`config.mk`:
```
export PLATFORM = sky130hd
export DESIGN_NAME = q2r_fifo
export DESIGN_NICKNAME = d
export VERILOG_FILES = /design/src/rtl/q2r_pkg.sv /design/src/rtl/q2r_fifo.sv
export SDC_FILE = /design/constraint.sdc
export NUM_CORES = 1
export LEC_CHECK = 0
export ABC_AREA = 1
export BUFFER_PORTS_ARGS = -buffer_cell sky130_fd_sc_hd__buf_2
export CORE_AREA = 2 2 265 267
export DETAILED_ROUTE_END_ITERATION = 16
export DIE_AREA = 0 0 267 269
export SYNTH_ARGS = -nofsm -noshare
export SYNTH_HDL_FRONTEND = slang
export SYNTH_SLANG_ARGS = --single-unit
```
`constraint.sdc`:
```
create_clock -name clk_i -period 19.6 [get_ports clk_i]
set_clock_uncertainty 0.05 [all_clocks]
set_input_delay 0.98 -clock clk_i [delete_from_list [all_inputs] [get_ports clk_i]]
set_output_delay 0.98 -clock clk_i [all_outputs]
set_load 0.1 [all_outputs]
```
`src/rtl/q2r_pkg.sv`:
```
`timescale 1ns / 1ps
// ----------------------------------------------------------------------------
// q2r_pkg
// Shared types and constants of the quaternion to rotation matrix block.
// ----------------------------------------------------------------------------
package q2r_pkg;

  localparam int unsigned CompW  = 16;
  localparam int unsigned NormW  = 33;   // sum of four squares
  localparam int unsigned NumW   = 34;   // signed element numerator
  localparam int unsigned QuotW  = 15;   // rounded quotient, 0..16384
  localparam int unsigned NumEl  = 9;
  localparam int unsigned DivIt  = 16;   // quotient bits developed per item
  localparam logic [QuotW-1:0] OneQ14 = 15'd16384;

  typedef logic signed [NumW-1:0] num_t;
  typedef logic signed [CompW-1:0] el_t;

  // One queued job: numerators of all nine elements, the common divisor and the degenerate flag.
  typedef struct packed {
    num_t [NumEl-1:0] num;
    logic [NormW-1:0] norm;
    logic             degen;
  } job_t;

  typedef struct packed {
    el_t [NumEl-1:0] el;
    logic            degen;
  } res_t;

endpackage

```
`src/rtl/q2r_fifo.sv`:
```
`timescale 1ns / 1ps
// ----------------------------------------------------------------------------
// q2r_fifo
// Short two-entry queue between the front and the divider back end.
// ----------------------------------------------------------------------------
module q2r_fifo import q2r_pkg::*; (
  input  logic clk_i,
  input  logic rst_ni,
  input  logic valid_i,
  output logic ready_o,
  input  job_t data_i,
  output logic valid_o,
  input  logic ready_i,
  output job_t data_o
);

  job_t       mem_q [2];
  logic       wp_q, rp_q;
  logic [1:0] cnt_q;
  logic       push, pop;

  assign ready_o = cnt_q != 2'd2;
  assign valid_o = cnt_q != 2'd0;
  assign push    = valid_i && ready_o;
  assign pop     = valid_o && ready_i;
  assign data_o  = mem_q[rp_q];

  always_ff @(posedge clk_i or negedge rst_ni) begin
    if (!rst_ni) begin
      wp_q  <= 1'b0;
      rp_q  <= 1'b0;
      cnt_q <= 2'd0;
    end else begin
      if (push) wp_q <= !wp_q;
      if (pop)  rp_q <= !rp_q;
      cnt_q <= cnt_q + {1'b0, push} - {1'b0, pop};
    end
  end

  always_ff @(posedge clk_i) begin
    if (push) mem_q[wp_q] <= data_i;
  end

`ifndef SYNTHESIS
  a_no_overflow: assert property (@(posedge clk_i) disable iff (!rst_ni)
    cnt_q == 2'd2 |-> !push) else $error("queue overflow");
  a_no_underflow: assert property (@(posedge clk_i) disable iff (!rst_ni)
    cnt_q == 2'd0 |-> !pop) else $error("queue underflow");
  a_count: assert property (@(posedge clk_i) disable iff (!rst_ni)
    (push && !pop) |=> cnt_q == $past(cnt_q) + 2'd1) else $error("count slip");
`endif

endmodule

```
Word-level counts from Yosys, hierarchy flattened:

Memories as Yosys holds them, arrays and structs flattened.
Index checks and enable logic that the tools add are counted.

* bits in registers: 4
* memory bits (writable): 680
* bits of input ports: 344
* output and inout bits: 342
* logic and storage cells: 14
* memories kept: 1

* $add $sub $neg: 2
* equal/unequal tests: 1
* mux-type cells: 2
* reduce and logical (&&, ||, !) cells: 5

Memory list
* mem_q: words 2, bits a word 340, read ports 1, clocked after Yosys merged registers in 0, write ports 1, RTL line q2r_fifo.sv:17 `job_t mem_q [2];`

Operators by type and width (count)
* 2-bit by 1-bit adder with 2-bit output: 1
* 1-bit logical AND: 2
* 1-bit zero test: 2
* 1-bit 2-to-1 mux: 2
* 2-bit inequality test, second input constant: 1
* 2-bit nonzero test: 1
* 2-bit by 1-bit subtractor with 2-bit output: 1

Longest topological paths before layout:

* depth in word-level cells: 4
* gate-level depth with buffers: 12
* gate-level depth less buffers: 12

Worst setup path after synthesis:

No wires, ideal clock.

* path kind: reg2reg
* start: reg cnt_q[1]
* end: mem mem_q[1][0] (netlist name), enable pin
* setup time: 1052 ps
* arrival: 15521 ps
* required time: 18498 ps
* slack: 2977 ps
* stages on the path, launching flop included: 4
* buffers on the path: 0
* clock period less this slack: 16623 ps
* path through: dfrtp_1 nand2_1 nand2_1 nor2_1

* longest elaborated chain between the ends: 4

RTL lines
* start, declared: RTL line q2r_fifo.sv:19 `logic [1:0] cnt_q;`
* start signal, assigned: RTL line q2r_fifo.sv:36 `cnt_q <= cnt_q + {1'b0, push} - {1'b0, pop};`
* 2-bit inequality test: RTL line q2r_fifo.sv:22 `assign ready_o = cnt_q != 2'd2;`
* named net ready_o: RTL line q2r_fifo.sv:10 `output logic ready_o,`
* 1-bit logical AND: RTL line q2r_fifo.sv:24 `assign push = valid_i && ready_o;`
* 1-bit 2-to-1 mux: RTL line q2r_fifo.sv:41 `if (push) mem_q[wp_q] <= data_i;`
* 1-bit 2-to-1 mux (implied by the code): RTL line q2r_fifo.sv:41
* end, declared: RTL line q2r_fifo.sv:17

The timed path passes the listed nets, and every way through them passes these cells.

==> run metrics <==
Area Growth Syn to Fin=26.87%; Clk Tree Root Cell=clkbuf_16; final hold viol count=0; final max-slew violation count=0; GPL Wtd Cong=0.8697; result of the run=finished clean; H-Tree Depth=3; Resized cells post-CTS=0; max-cap violations=0; Reg2Reg Depth=6; Cell variety after synth=15; Synth Warn #=0; Final Util=0.4580; io pins=686; initial core utilization=0.3610; Die Area=0.07182 sq mm; Final Critical Period=5.234 ns; CTS max path bufs=3; Vias per Instance=4.513; drt drc=0; Site Rows=97; Fin Hold WS=0.1307 ns; Crit. End Element=output port; final setup TNS=0 ns; CP startpoint kind=flip-flop; vias in the first global route=15,700; initial antenna violation count=23; Mapped Nets=2,152; Slew @ Worst Pin=1.080 ns; area of the core=0.06930 sq mm; CP Class=flip-flop to output port; CTS Hold Bufs=0; max incr delay on CP=0.76 ns; Crit path max-delay family=buffers and inverters; wire per inst=18.24 um; HPWL after DPL=43,760 um; Post-Synth Adder-Cell Area=0.0005001; nets@finish=2,856; Synth Register Bits=684; chip height=269 um; placed cell area=0.02923 sq mm; total CTS buffers=76; largest net degree at the start of global routing=184; worst relative slew slack=0.2800; Clk pin slew, worst setup/hold paths=0.06 ns; Final Cycle Share=0.2670; cells along the critical path=clkinv_8 > buf_4 > buf_4 > nand2_1 > nand2_1 > buf_2; highest fanout seen on the critical path=183; Worst path depth=6; starting DRC count in detailed routing=1,318; slowest cell on the critical path=buf_4; Simple-Gate Fraction of Synth Area=0.1555; design area=0.03174 sq mm; wirelength, routed=64,250 um; largest family of logic cells by synthesized area=simple AND/OR/NAND/NOR gates; first-pass GRT wire length=91,310 um; Post-Syn Area=0.02502 sq mm; post-synthesis mux area share=0; Clock Sinks=684; Post-Synth XOR/XNOR Area=0.0003501; mean area per synthesized cell=13.84 sq um; Die W=267 um; Vias=15,900; final-report setup violation count=0; fraction of layout cells with a size suffix above 1=0.3152; sequential cell area fraction in the yosys report=0.8202; Routed Antenna Nets=0; Post-Syn Instances=1,807; Synth Area in Compound Gates=0.0004001; RSZ-0062 raised after global routing=false; Overflow after GRT=0; maximum clock rate=191.1 MHz; Pre-antenna DRT Iters=5; IO buf count=685; Post CTS Setup Buffer Count=0; Buf/Inv on CP=4; arrival time worst endpoint=4.20 ns; Critical Path RT=18.57 ns; type of the most critical hold path=input pin to asynchronous set/reset pin; Clk Latency, worst-skew pair=0.60 ns; Total GRT Usage=0.1687; CTS tree=done
## metrics by stage
| stage | setup WS, ns | cells |
|---|---|---|
| floorplan | 2.977 | 1807 |
| global placement | 14.72 | 3373 |
| detailed placement | 14.65 | 3373 |
| CTS | 14.15 | 3510 |
| global route | 14.01 | 3520 |
| finish | 14.37 | 3523 |
## cells by family after synthesis
logic type / after synthesis
AOI/OAI and AO/OA: 2
xor gates and xnor gates: 1
adders and majority gates: 1
buffers and inverters: 83
DFF: 684
and+or+nand+nor: 1036
## state kept, by name, summed over array words and instances (netlist names)
signal and flops:
cnt_q 2, wp_q 1, rp_q 1, mem_q 680
## routing by layer
metal  track usage  wire length [um]
met5             0               104
met4       0.07076              1803
met3       0.05936              5672
met2        0.2937             33050
met1        0.1881             23620
## cell usage in the layout, fill, tap and decap left out, types with 2 or more instances in the layout
cell type   count
clkinv_8        3
edfxtp_1      680
nor2_4          2
nand2_1      1029
clkinv_1       15
dfrtp_1         3
diode_2        13
clkinv_2       10
buf_2         685
nor2_1          3
clkbuf_16      79
bufinv_16       6
inv_1           7
clkinvlp_4      4
nand3_1         2
clkinv_16       2
buf_4          16
clkbuf_1       17
## cell type report
class	count	area, sq um
clock inverter	41	437.9
tap	940	1176
multi-input combinational	1040	3938
fill	6276	37560
sequential	684	20520
antenna	13	32.53
inverter	8	42.54
clock buffer	96	2041
timing repair buffer	701	3548
## synthesized netlist by cell type, drive strengths merged
master / instances / area share
nand2: 1029 / 0.15
edfxtp: 680 / 0.82
buf: 71 / 0.021
inv: 8 / 0.0013
nor2: 5 / 0.00075
clkbuf: 4 / 0.00060
dfrtp: 4 / 0.0040
nand3: 2 / 0.00040
a21oi: 1 / 0.00020
ha: 1 / 0.00050
o21ai: 1 / 0.00020
xor2: 1 / 0.00035
## final timing paths
| path | end | startpoint | slack [ns] |
|---|---|---|---|
| setup / recovery | data_o[85] | rp_q$_DFFE_PN0P_ | 14.37 |
| hold / removal | rp_q$_DFFE_PN0P_ | rst_ni | 0.13 |
| setup reg to reg | mem_q[1][74]$_DFFE_PP_ | cnt_q[1]$_DFF_PN0_ | 15.17 |
| hold reg to reg | cnt_q[0]$_DFF_PN0_ | cnt_q[0]$_DFF_PN0_ | 0.52 |
| max in group asynchronous | rp_q$_DFFE_PN0P_ | rst_ni | 19.23 |
| min in group clk_i | mem_q[0][32]$_DFFE_PP_ | data_i[32] | 0.50 |
Power is left out: the tool's default activity adds up to more than one toggle a clock period on the data nets, which glitch-free logic cannot reach.
